==> config.mk <==
export PLATFORM = sky130hd
export DESIGN_NAME = drmm_ptrs
export DESIGN_NICKNAME = d
export VERILOG_FILES = /design/src/rtl/drmm_pkg.sv /design/src/rtl/drmm_ptrs.sv
export SDC_FILE = /design/constraint.sdc
export NUM_CORES = 1
export LEC_CHECK = 0
export BUFFER_PORTS_ARGS = -buffer_cell sky130_fd_sc_hd__buf_2
export CELL_PAD_IN_SITES_DETAIL_PLACEMENT = 1
export CELL_PAD_IN_SITES_GLOBAL_PLACEMENT = 1
export CORE_MARGIN = 2
export CORE_UTILIZATION = 25
export DETAILED_ROUTE_END_ITERATION = 10
export PLACE_DENSITY = 0.56
export SETUP_SLACK_MARGIN = 0.1
export SYNTH_ARGS = -nofsm -noshare
export SYNTH_HDL_FRONTEND = slang
export SYNTH_SLANG_ARGS = --single-unit
==> constraint.sdc <==
create_clock -name clk -period 9.3 [get_ports clk]
set_input_delay 1.86 -clock clk [delete_from_list [all_inputs] [get_ports clk]]
set_output_delay 1.86 -clock clk [all_outputs]
set_load 0.005 [all_outputs]
==> src/rtl/drmm_pkg.sv <==
// ----------------------------------------------------------------------------
// Dual-ring message mailbox package
// Shared widths, codes, state type and control structs for the mailbox.
// ----------------------------------------------------------------------------
package drmm_pkg;

  localparam int DATA_W          = 32;
  localparam int WORDS_PER_MSG   = 8;
  localparam int WORD_IDX_W      = $clog2(WORDS_PER_MSG);
  localparam int MSG_W           = DATA_W * WORDS_PER_MSG;
  localparam int CNT_W           = 5;
  localparam int MAX_ENTRIES_DEF = 16;

  localparam logic [CNT_W-1:0] ENTRY_COUNT_RESET = CNT_W'(16);

  typedef enum logic [1:0] {
    OP_PUSH_REQ = 2'd0,
    OP_TAKE_REQ = 2'd1,
    OP_PUT_RSP  = 2'd2,
    OP_TAKE_RSP = 2'd3
  } op_e;

  typedef enum logic [1:0] {
    ST_OK    = 2'd0,
    ST_FULL  = 2'd1,
    ST_EMPTY = 2'd2
  } status_e;

  typedef enum logic {
    RING_REQ = 1'b0,
    RING_RSP = 1'b1
  } ring_e;

  typedef enum logic [2:0] {
    S_IDLE,
    S_WRITE,
    S_READ,
    S_DRAIN,
    S_DONE
  } state_e;

  // Query and advance command from the sequencer to the pointer block.
  typedef struct packed {
    logic  adv;
    ring_e ring;
    logic  pop;
  } ptr_req_t;

  // Answer of the pointer block for the ring and direction in the query.
  typedef struct packed {
    logic ready;
    logic ok;
  } ptr_rsp_t;

  function automatic int slot_width(input int max_entries);
    return (max_entries > 1) ? $clog2(max_entries) : 1;
  endfunction

endpackage

==> src/rtl/drmm_ptrs.sv <==
// ----------------------------------------------------------------------------
// Mailbox ring pointers
// Entry count register, wrap-bit pointers of both rings, fullness checks and
// the remainder sequence that rebases the pointers after an entry count write.
// ----------------------------------------------------------------------------
module drmm_ptrs import drmm_pkg::*; #(
  parameter int MAX_ENTRIES = MAX_ENTRIES_DEF,
  parameter int SLOT_W      = slot_width(MAX_ENTRIES)
) (
  input  logic              clk,
  input  logic              rst_n,
  input  logic              cfg_wr_en,
  input  logic [CNT_W-1:0]  cfg_wr_data,
  input  ptr_req_t          req,
  output ptr_rsp_t          rsp,
  output logic [SLOT_W-1:0] slot
);

  localparam int PW  = $clog2(2 * MAX_ENTRIES);
  localparam int NW  = $clog2(MAX_ENTRIES + 1);
  localparam int MW  = NW + 1;
  localparam int SCW = (PW > 1) ? $clog2(PW) : 1;
  localparam int XW  = MW + PW;

  logic [CNT_W-1:0] count_r;
  logic [NW-1:0]    n;
  logic [MW-1:0]    m;

  // Raw pointers as last stored, and the same pointers reduced modulo 2n.
  logic [PW-1:0] wr_raw_r [2];
  logic [PW-1:0] rd_raw_r [2];
  logic [PW-1:0] wr_red_r [2];
  logic [PW-1:0] rd_red_r [2];
  logic [PW-1:0] wr_step  [2];
  logic [PW-1:0] rd_step  [2];

  logic           pend_r;
  logic           busy_r;
  logic [SCW-1:0] step_r;

  logic [PW-1:0] wr_sel, rd_sel, ptr_sel, ptr_next;
  logic [MW-1:0] occ, ptr_ext, ptr_inc;
  logic          full, empty;
  logic [XW-1:0] divisor;

  always_comb begin
    if (count_r == '0) begin
      n = NW'(1);
    end else if (int'(count_r) > MAX_ENTRIES) begin
      n = NW'(MAX_ENTRIES);
    end else begin
      n = NW'(count_r);
    end
    m = {n, 1'b0};
  end

  always_comb begin
    wr_sel  = wr_red_r[req.ring];
    rd_sel  = rd_red_r[req.ring];
    if (wr_sel >= rd_sel) begin
      occ = MW'(wr_sel) - MW'(rd_sel);
    end else begin
      occ = MW'(wr_sel) + m - MW'(rd_sel);
    end
    full    = (occ >= MW'(n));
    empty   = (occ == '0);
    ptr_sel = req.pop ? rd_sel : wr_sel;
    ptr_ext = MW'(ptr_sel);
    ptr_inc = ptr_ext + MW'(1);
    ptr_next = (ptr_inc == m) ? '0 : PW'(ptr_inc);
    if (ptr_ext >= MW'(n)) begin
      slot = SLOT_W'(ptr_ext - MW'(n));
    end else begin
      slot = SLOT_W'(ptr_ext);
    end
    rsp.ready = !pend_r && !busy_r;
    rsp.ok    = req.pop ? !empty : !full;
  end

  // One restoring remainder step per cycle on all four pointers.
  always_comb begin
    divisor = XW'(m) << step_r;
    for (int i = 0; i < 2; i++) begin
      wr_step[i] = (XW'(wr_red_r[i]) >= divisor) ?
                   PW'(XW'(wr_red_r[i]) - divisor) : wr_red_r[i];
      rd_step[i] = (XW'(rd_red_r[i]) >= divisor) ?
                   PW'(XW'(rd_red_r[i]) - divisor) : rd_red_r[i];
    end
  end

  always_ff @(posedge clk) begin
    if (!rst_n) begin
      count_r <= ENTRY_COUNT_RESET;
      pend_r  <= 1'b0;
      busy_r  <= 1'b0;
      step_r  <= '0;
      for (int i = 0; i < 2; i++) begin
        wr_raw_r[i] <= '0;
        rd_raw_r[i] <= '0;
        wr_red_r[i] <= '0;
        rd_red_r[i] <= '0;
      end
    end else begin
      if (cfg_wr_en) begin
        count_r <= cfg_wr_data;
        pend_r  <= 1'b1;
      end else if (pend_r) begin
        pend_r <= 1'b0;
      end

      if (pend_r) begin
        busy_r <= 1'b1;
        step_r <= SCW'(PW - 1);
        for (int i = 0; i < 2; i++) begin
          wr_red_r[i] <= wr_raw_r[i];
          rd_red_r[i] <= rd_raw_r[i];
        end
      end else if (busy_r) begin
        for (int i = 0; i < 2; i++) begin
          wr_red_r[i] <= wr_step[i];
          rd_red_r[i] <= rd_step[i];
        end
        if (step_r == '0) begin
          busy_r <= 1'b0;
        end else begin
          step_r <= step_r - SCW'(1);
        end
      end else if (req.adv) begin
        if (req.pop) begin
          rd_raw_r[req.ring] <= ptr_next;
          rd_red_r[req.ring] <= ptr_next;
        end else begin
          wr_raw_r[req.ring] <= ptr_next;
          wr_red_r[req.ring] <= ptr_next;
        end
      end
    end
  end

endmodule

Word-level counts from Yosys, hierarchy flattened. Memory sizes are Yosys's and may differ from the RTL's. Cells that the tools add are included.

Shifts and indexed selects: 1. Reductions and logical operators: 16. Order comparisons: 8. Multiplexer cells: 58. Bitwise gates (word level): 10. Add/subtract/negate cells: 10. Eq/ne operators: 2.

Operators with widths (count): two-way mux 5 bit (20); greater-or-equal comparator 5 x 11 -> 1 bit (4); two-way mux 1 bit (33); OR reduction 5 bit (4); subtractor 5 bit (4); left shift 6 x 3 -> 11 bit (1); greater-or-equal comparator 5 bit (2); two-way mux 3 bit (3); OR 1 bit (8); adder 5 x 1 -> 6 bit (second input constant) (1); adder 5 x 6 -> 6 bit (1); equality test 6 bit (1); greater-or-equal comparator 6 x 5 -> 1 bit (1); zero test 6 bit (1); two-way mux 6 bit (1); subtractor 5 x 5 -> 6 bit (1); subtractor 6 x 5 -> 6 bit (1); greater-than comparator 5 bit (second input constant) (1); zero test 5 bit (1); zero test 1 bit (4); two-way mux 4 bit (1); AND reduction 2 bit (2); subtractor 4 bit (1); zero test 3 bit (1); 6 further kinds (7).

Memories kept: 4. Bits in registers: 10. Memory bits (writable): 40. Input bits: 11. Logic and storage cells: 114. Output and inout bits: 6.

Memories: rd_raw_r (depth 2, width 5, rd ports 2, clocked after Yosys merged registers in 0, write ports 2, line drmm_ptrs.sv:31) `logic [PW-1:0] rd_raw_r [2];`; rd_red_r (depth 2, width 5, rd ports 3, clocked after Yosys merged registers in 0, write ports 2, line drmm_ptrs.sv:33) `logic [PW-1:0] rd_red_r [2];`; wr_raw_r (depth 2, width 5, rd ports 2, clocked after Yosys merged registers in 0, write ports 2, line drmm_ptrs.sv:30) `logic [PW-1:0] wr_raw_r [2];`; wr_red_r (depth 2, width 5, rd ports 3, clocked after Yosys merged registers in 0, write ports 2, line drmm_ptrs.sv:32) `logic [PW-1:0] wr_red_r [2];`.

Longest topological paths before layout. Gate-level depths: netlist of run 1.

Depth in word-level cells: 9. Mapped depth: 16. Gate-level depth less buffers: 15.

Worst setup path before layout of run 1. Ideal clock, no wire load.

Kind: input to output. From: input req[1] in the netlist's numbering. To: output rsp[0] in the netlist's numbering. Cell stages on the path: 16. Slack: 1876 ps. Arrival time: 5564 ps. Path through: buf_2 -> buf_1 -> mux2i_1 -> ha_1 -> inv_1 -> fa_1 -> a21o_1 -> a21oi_1 -> o21a_1 -> mux2_2 -> ha_1 -> a21o_1 -> a21o_1 -> a21o_1 -> a2111oi_0 -> o32a_1.

RTL lines: start, declared (line drmm_ptrs.sv:14) `input ptr_req_t req,`; end, declared (line drmm_ptrs.sv:15) `output ptr_rsp_t rsp,`.

==> flow_summary.ini, run 1 <==
[worst_setup_path]
path_buf_inv = 3
worstPathArrival_ns = 5.80
crit_fanout = 20
start_kind = primary input
critPathTopFamily = compound AO/OA/AOI/OAI gates
max_stage_delay_ns = 0.40
crit_path_end_kind = output port
crit_top_cell = a21o_1
path_cells = buf_2 -> mux2i_1 -> ha_1 -> inv_1 -> fa_1 -> a21o_1 -> a21oi_1 -> o21a_1 -> mux2_2 -> ha_1 -> a21o_1 -> a21o_1 -> a21o_1 -> a2111oi_0 -> o32a_1 -> buf_2
crit_path_top_delay_cell = buf_2
worstPathRequired_ns = 7.44
crit_type = primary input to output port

[die]
die_w_um = 132
start_util_pct = 25.7
fp-row-count = 46
die_height_um = 132
die_area_um2 = 17400
coreArea_um2 = 15900
io_pins = 17

[job]
drv_cap = 0

[global_route]
track_usage_pct = 13.5
grt_max_degree = 33
gr-total-overflow = 0
antenna_found_initial = 0
first_global_vias = 3247
grt_pass1_wl_um = 18300

[clock_network]
ctsResizeCount = 0
clkSinkCount = 50
ctsRootBufferMaster = clkbuf_16
htree_levels = 2
clk_latency_ns = 0.31
clockBufferDepth = 2
cts_hold_buf = 0
cts_tree = done
clk_pin_slew_ns = 0.08
numCtsBuffers = 5
post_cts_buffers = 0

[layout]
fin_cells = 638
final_common_cell = ha_1
mostFrequentLayoutCells = ha_1 (42), edfxtp_1 (40), inv_1 (32), nand2_1 (25), a21oi_1 (23)
area_delta_synth_final_pct = 10.6
num-fill-cells = 1853
diodes = 0
nets = 481
drive_gt1_share_pct = 10.4

[timing]
hold_viol = 0
hold_ws_ns = 0.539
period_needed_ns = 7.66
fin_setup_tns_ns = 0
fmax_ghz = 0.130
worst_slew_pin_slew_ns = 0.917
rsz0062_at_grt = no
slew_viol_final = 0
max_slew_margin_pct = 38.7
finalCritPeriodShare_pct = 82.4
fin_skew_ns = 0.00973
worst_slack_ns = 1.64
final-setup-viol-count = 0

[synthesis]
synth_edf_count = 40
synth.avg_cell_area_um2 = 9.88
ys_seq_area_share_pct = 34.2
synthesis.area_um2 = 4100
ys_warn_count = 0
synth_cells = 415
synthesis.nets = 475
synth-async-reset-ratio_pct = 0
ys.flop_type = edfxtp_1
synth_cell_types = 46
synth_seq_cells = 50

[detailed_routing]
dr.pass1.iters = 4
drt-wirelength-per-cell_um = 17.6
via_per_inst = 4.86
drc_errors = 0
wl_um = 11200
detail-route-antenna-nets = 0
drt-initial-drc-count = 180
vias = 3100

[run_status]
status = completed

[power]
totalPowerFinal_uw = 754
powerDensity_nw_per_um2 = 166
ir_drop_mv = 0.0625
p_leak_nw = 1.78

[placed_design]
hpwl_um = 8870
gp_congestion = 0.831
placed_cells = 630
port_buffers = 16
pre_cts_slack_ns = 1.61

[min_path]
min_path_type = flop to flop
-- Yosys cell counts, types with 2 or more instances --
library cell	number	share of area (%)
mux4_2	5	2.7
fa_1	7	3.4
ha_1	42	13
o21bai_1	4	0.73
nor2b_1	11	1.7
xor2_1	5	1.1
buf_4	2	0.37
buf_2	2	0.24
a22oi_1	9	1.6
nand3_1	6	0.73
o21a_1	7	1.3
nand4_1	2	0.31
clkbuf_1	13	1.2
dfxtp_1	10	4.9
nor2_1	22	2.0
a21boi_0	2	0.37
or3_1	4	0.61
nand2_1	25	2.3
o21ai_0	17	2.1
edfxtp_1	40	29
nand2b_1	7	1.1
o31ai_1	16	2.9
nor3_1	20	2.4
mux2_2	9	2.5
inv_1	32	2.9
xnor2_1	19	4.1
and2_1	4	0.61
a32oi_1	3	0.64
a21oi_1	23	2.8
a21o_1	17	3.1
mux2i_1	11	2.7
nand3b_1	2	0.37
o211ai_1	4	0.73
-- per-layer routing --
metal | global-route usage (%) | up-vias | share of wire (%)
met4 | 4.35 | 0 | 1.9
met2 | 22.4 | 47 | 48
met3 | 1.50 | 13 | 3.5
met5 | 0 | - | 0
li1 | - | 1530 | -
met1 | 18.3 | 1510 | 47
-- registers in the layout, indices dropped and copies added (netlist names) --
name      flops
busy_r        1
count_r       5
pend_r        1
rd_raw_r     10
rd_red_r     10
step_r        3
wr_raw_r     10
wr_red_r     10
-- cell families (layout without fill, tap and decap cells) --
logic type,Yosys count,count (layout),synth area share (%)
muxes,25,25,7.91
adders and majority gates,49,49,16.2
AOI/OAI and AO/OA,106,106,17.2
xor gates and xnor gates,26,26,6.20
and+or+nand+nor,108,108,13.4
DFF,50,50,34.2
buffers and inverters,51,58,4.91
-- worst reg2reg max path: cells and delay by family (launching register included) --
kind            cells  cell delay, ns
compound gates      4            0.80
fa+ha+maj           1            0.29
buf+inv             2            0.47
flops               1            0.37
simple gates        6            1.03
-- report_power, final --
part | leakage, nW | internal (mW) | total, mW | switching [mW]
logic | 1.20 | 0.126 | 0.286 | 0.160
clock network | 0.0723 | 0.103 | 0.196 | 0.0929
registers | 0.505 | 0.258 | 0.273 | 0.0145
total | 1.78 | 0.487 | 0.754 | 0.267
-- metrics by stage --
stage / cell area [um^2] / utilization, %
floorplan: 4100 / -
global placement: 4380 / 27.5
detailed placement: 4380 / 27.5
CTS: 4530 / 28.4
global route: 4530 / 28.4
finish: 4530 / 28.4
-- worst paths after layout --
kind / cells after the start / endpoint / startpoint / slack, ns
max: 16 / rsp[0] / req[1] / 1.64
min: 1 / rd_red_r[1][0] / rd_raw_r[1][0] / 0.54
max reg2reg: 13 / wr_red_r[0][2] / count_r[2] / 6.08
min reg2reg: 1 / rd_red_r[1][0] / rd_raw_r[1][0] / 0.54
-- layout make-up --
class	count	area, um^2	share of cell area [%]
Multi-Input combinational cell	314	2500	55.1
Sequential cell	50	1400	30.9
Timing Repair Buffer	17	87.6	1.93
Tap cell	216	270	5.96
Inverter	33	124	2.73
Clock inverter	3	27.5	0.607
Clock buffer	5	125	2.76
No activity file was read; power rests on OpenSTA's default activity.
==> inputs of run 2 (changes only) <==
ABC_AREA = 1   (was unset)
PLACE_DENSITY = 0.6   (was 0.56)
clock period = 6.45 ns   (was 9.3 ns; I/O delays follow)
==> run 2 against run 1 <==
Effect of this change:
- routed wire length increased by 18%
- register-to-register slack worse by 3.0 ns
- combinational power rose by 53%
- setup slack lost 1.1 ns
- via count up 23%
- area after synthesis is 6.7% higher
- utilization decreased by 0.40 points
- highest routed layer unchanged
==> flow_summary.ini, run 2 <==
[synthesis]
yosysTopAreaCell = edfxtp_1
ys_warn_count = 0
synth_compound_area_share_pct = 11.0
synthesis.area_um2 = 4370
yosysTopAreaCellShare_pct = 27.5
yosys.area_share.xor_xnor_pct = 2.80
yosys.area_share.simple_pct = 27.9
synth_cells = 576
synth-async-reset-ratio_pct = 0
synthAdderAreaFrac_pct = 15.2
ys.flop_type = edfxtp_1
synth_edf_count = 40
synth_most_common_cell = nand2_1
synth_seq_cells = 50
synth_area_leaders = edfxtp_1 (27%), ha_1 (12%), nand2_1 (12%)
synthMuxAreaShare_pct = 0
synth.avg_cell_area_um2 = 7.59
ys_top_cells_by_count = nand2_1 (137), inv_1 (102), nand3_1 (49)
synth_cell_types = 36
synth_top_family_by_area = simple AND/OR/NAND/NOR gates
ys_seq_area_share_pct = 32.1
synthesis.nets = 636

[worst_setup_path]
r2r_slack_ns = 3.10
path_cells = buf_2 -> inv_6 -> nand2_2 -> nand2_1 -> inv_1 -> fa_1 -> inv_1 -> ha_1 -> fa_1 -> o21ai_0 -> inv_1 -> ha_1 -> a21boi_0 -> o21ai_0 -> nand2_1 -> a211oi_1 -> nand2_1 -> nand2_1 -> buf_2
crit_type = primary input to output port
crit_top_cell = nand2_1
crit_path_top_delay_cell = fa_1
worstPathRequired_ns = 5.16
worstPathArrival_ns = 4.60
crit_path_end_kind = output port
max_stage_delay_ns = 0.50
crit_fanout = 18
start_kind = primary input

[layout]
nets = 650
num-fill-cells = 2139
drive_gt1_share_pct = 10.8
fin_cells = 816
area_delta_synth_final_pct = 10.1
final_common_cell = nand2_1
diodes = 0
mostFrequentLayoutCells = nand2_1 (137), inv_1 (102), nand3_1 (49), ha_1 (42), edfxtp_1 (40)

[global_route]
track_usage_pct = 15.4
antenna_found_initial = 0
grt_pass1_wl_um = 21900
grt_max_degree = 21
gr-total-overflow = 0
first_global_vias = 4109

[detailed_routing]
wl_met1_um = 6040
drt-initial-drc-count = 213
met2_length_um = 6650
top_layer = met4
drt-wirelength-per-cell_um = 16.3
via_per_inst = 4.68
drc_errors = 0
dr.pass1.iters = 4
wl_met3_um = 303
vias = 3821
detail-route-antenna-nets = 0
wl_um = 13300

[die]
start_util_pct = 25.5
die_w_um = 136
coreArea_um2 = 17200
die_height_um = 136
die_area_um2 = 18600
fp-row-count = 48
io_pins = 17

[timing]
worst_slack_ns = 0.562
rsz0062_at_grt = no
worst_slew_pin_slew_ns = 0.720
slew_viol_final = 0
fin_skew_ns = 0.0103
max_slew_margin_pct = 51.9
period_needed_ns = 5.89
hold_viol = 0
final-setup-viol-count = 0
hold_ws_ns = 0.496
fmax_ghz = 0.170
fin_setup_tns_ns = 0
finalCritPeriodShare_pct = 91.3

[placed_design]
hpwl_um = 10800
port_buffers = 16
placed_cells = 808
pre_cts_slack_ns = 0.511
gp_congestion = 0.853

[power]
power_frac_seq_pct = 35.5
p_int_uw = 674
pwr-share-clk_pct = 24.8
ir_drop_mv = 0.0922
combPwrFrac_pct = 39.7
totalPowerFinal_mw = 1.10
p_leak_nw = 2.39
p_sw_uw = 428
powerDensity_nw_per_um2 = 229
p_sw_share_pct = 38.8

[clock_network]
cts_tree = done
clockBufferDepth = 2
numCtsBuffers = 5
cts_hold_buf = 0
ctsRootBufferMaster = clkbuf_16
post_cts_buffers = 0
ctsResizeCount = 0
clkSinkCount = 50
clk_pin_slew_ns = 0.07
htree_levels = 2
clk_latency_ns = 0.30

[run_status]
status = completed

[min_path]
min_path_type = flop to flop

[job]
drv_cap = 0
## run 2: cell types whose count changed after synthesis, sizes merged, moves of 17 or more
| cell | previous run | this run |
|---|---|---|
| a21o | 17 | 0 |
| inv | 32 | 105 |
| nand2 | 25 | 148 |
| nand3 | 7 | 65 |
| nor2 | 22 | 39 |
| nor3 | 20 | 1 |
| o21ai | 17 | 37 |
| xnor2 | 20 | 3 |
## run 2: critical path: cells and delay by family
kind                     cells  cell delay, ns
AO/OA/AOI/OAI                4            0.74
adder cells (fa/ha/maj)      4            1.43
buffers and inverters        6            0.69
AND/OR/NAND/NOR              5            0.42
## run 2: cell type report
| type | count | area, um^2 | area share [%] |
|---|---|---|---|
| timing repair buffer | 18 | 95.1 | 1.98 |
| clock inverter | 3 | 21.3 | 0.442 |
| inverter | 105 | 399 | 8.29 |
| sequential | 50 | 1400 | 29.1 |
| clock buffer | 5 | 125 | 2.60 |
| multi-input combinational | 410 | 2490 | 51.7 |
| tap | 225 | 282 | 5.85 |
## run 2: through the flow
stage / utilization (%) / cell area [um^2]
CTS: 28.0 / 4810
global placement: 27.2 / 4670
finish: 28.0 / 4810
detailed placement: 27.2 / 4670
floorplan: - / 4370
global route: 28.0 / 4810
## run 2: final timing paths
kind                                  from             end  cells after the start
worst min register to register  count_r[0]      count_r[0]                      2
worst max-delay path                req[1]          rsp[0]                     19
worst min-delay path            count_r[0]      count_r[0]                      2
worst max register to register  count_r[4]  rd_red_r[0][3]                     12
## run 2: routing by layer
metal,vias up,track usage (%)
li1,1910,-
met1,1854,19.3
met3,17,1.57
met2,40,27.2
met4,0,5.44
met5,-,0
## run 2: logic make-up after synthesis
kind of cell / after synthesis
AOI/OAI and AO/OA: 85
xor gates and xnor gates: 14
adders and majority gates: 49
buffers and inverters: 116
DFF: 50
and+or+nand+nor: 262
## run 2: power groups by stage
stage                     Combinational [mW]  Clock, mW  Sequential (mW)
after floorplan                        0.318          0            0.391
after detailed placement               0.443          0            0.399
final                                  0.437      0.273            0.391
after global placement                 0.422          0            0.398
after CTS                              0.446      0.284            0.392
after global routing                   0.509      0.291            0.394
==> inputs of run 3 (changes only) <==
clock period = 5.1 ns   (was 6.45 ns; I/O delays follow)
==> run 3 against run 2 <==
Effect of this change:
- routed wire length up 5.1%
- critical path type unchanged
- sequential power up 27%
- non-clock buffer count up 19
- largest cell class unchanged
==> flow_summary.ini, run 3 (synthesis gave the netlist of run 2 again) <==
[worst_setup_path]
crit_type = primary input to output port
worstPathRequired_ns = 4.08
r2r_end = wr_red_r[0][3]
worstPathArrival_ns = 3.81
worstReg2RegStart = count_r[1]
crit_top_cell = nand2_1
start_kind = primary input
crit_path_top_delay_cell = fa_1
r2r_slack_ns = 1.85
crit_fanout = 6
crit_path_end_kind = output port
max_stage_delay_ns = 0.54
path_cells = buf_8 -> inv_8 -> nand2_4 -> nand2_4 -> inv_2 -> fa_1 -> inv_2 -> ha_4 -> fa_2 -> o21ai_2 -> inv_1 -> ha_1 -> a21boi_0 -> o21ai_1 -> nand2_1 -> a211oi_2 -> nand2_1 -> nand2_1 -> buf_2
ff2ff_path_depth = 16

[layout]
multi_input_area_um2 = 2630
post-route-util_pct = 29.9
fin_cells = 835
nets = 669
area_delta_synth_final_pct = 17.6
diodes = 0
final-seq-area_um2 = 1400
num-fill-cells = 2128
fin_area_um2 = 5140
final_common_cell = nand2_1
drive_gt1_share_pct = 17.9
mostFrequentLayoutCells = nand2_1 (126), inv_1 (99), nand3_1 (48), edfxtp_1 (40), ha_1 (37)

[global_route]
antenna_found_initial = 0
grt_max_degree = 21
track_usage_pct = 15.2
grt_pass1_wl_um = 21600
first_global_vias = 4154
gr-total-overflow = 0

[detailed_routing]
wl_um = 14000
drc_errors = 0
vias = 3993
detail-route-antenna-nets = 0
via_per_inst = 4.78
dr.pass1.iters = 4
drt-wirelength-per-cell_um = 16.7
drt-initial-drc-count = 183

[die]
fp-row-count = 48
coreArea_um2 = 17200
io_pins = 17
die_area_um2 = 18600
start_util_pct = 25.5
die_w_um = 136
die_height_um = 136

[timing]
rsz0062_at_grt = no
fmax_ghz = 0.207
worst_slew_pin_slew_ns = 0.738
fin_skew_ns = 0.0120
hold_ws_ns = 0.496
finalCritPeriodShare_pct = 94.8
hold_viol = 0
slew_viol_final = 0
period_needed_ns = 4.83
max_slew_margin_pct = 50.3
final-setup-viol-count = 0

[min_path]
hold_end = count_r[0]
min_path_type = flop to flop
hp-start = count_r[0]
hold_depth = 2

[placed_design]
hpwl_um = 10900
gp_congestion = 0.827
port_buffers = 16
dpl_cell_area_um2 = 4730
placed_cells = 817

[power]
p_sw_share_pct = 39.0
power_frac_seq_pct = 32.9
powerDensity_nw_per_um2 = 294
combPwrFrac_pct = 43.5
pwr-share-clk_pct = 23.7
p_leak_nw = 2.52
totalPowerFinal_mw = 1.51
ir_drop_mv = 0.125
p_sw_uw = 591
p_int_uw = 922

[clock_network]
clk_pin_slew_ns = 0.07
cts_hold_buf = 0
clkSinkCount = 50
htree_levels = 2
ctsRootBufferMaster = clkbuf_16
clockBufferDepth = 2
cts_tree = done
clk_latency_ns = 0.30
numCtsBuffers = 5

[run_status]
status = completed

[job]
drv_cap = 0
## run 3: cell count changes in the layout (fill, tap and decap cells not counted), sizes merged
cell      change
clkbuf        +1
clkinv        -1
inv           +2
clkinvlp      -1
buf          +18
## run 3: timing repair
action / 4_1_cts / 5_1_grt
endpoints found under the setup margin: 1 / 1
hold endpoints to repair: 0 / 0
cloned: 0 / 1
pin swaps: 0 / 12
resized for setup: 8 / 36
setup buffers: 0 / 9
## run 3: critical path, delay by kind of cell
family / cells / cell delay, ns
compound gates: 4 / 0.60
fa+ha+maj: 4 / 1.42
buf+inv: 6 / 0.45
simple gates: 5 / 0.32
## run 3: area by class of cell
type,instances,share of cell area (%)
multi-input cells,410,51.0
repair buffers,37,5.47
clock inverters,3,0.511
clock buffers,5,2.43
flip-flops and latches,50,27.3
inverters,105,7.81
well taps,225,5.47
## run 3: layer usage
layer | part of all wire, % | global-route usage (%) | vias to the layer above
li1 | - | - | 1951
met1 | 43 | 18.2 | 1959
met2 | 52 | 27.7 | 62
met3 | 2.9 | 2.05 | 21
met4 | 2.3 | 5.50 | 0
met5 | 0 | 0 | -
## run 3: power groups by stage
stage | registers, mW | clock network (mW) | logic, mW
6_report | 0.497 | 0.358 | 0.658
3_3_place_gp | 0.505 | 0 | 0.546
4_1_cts | 0.497 | 0.369 | 0.578
2_1_floorplan | 0.494 | 0 | 0.402
5_1_grt | 0.499 | 0.382 | 0.741
3_5_place_dp | 0.506 | 0 | 0.566
## run 3: how the worst max path moves through the flow
stage          startpoint     end  cells past startpoint
2_1_floorplan      req[1]  rsp[0]                     19
6_report           req[1]  rsp[0]                     19
4_1_cts            req[1]  rsp[0]                     24
5_1_grt            req[1]  rsp[0]                     24
3_3_place_gp       req[1]  rsp[0]                     23
3_5_place_dp       req[1]  rsp[0]                     23
## run 3: per-stage QoR
stage	setup slack, ns	TNS (ns)
after floorplan	0.214	0
after global placement	0.0398	0
after detailed placement	-0.0849	-0.0849
after CTS	0.110	0
after global routing	0.0590	0
final	0.267	0
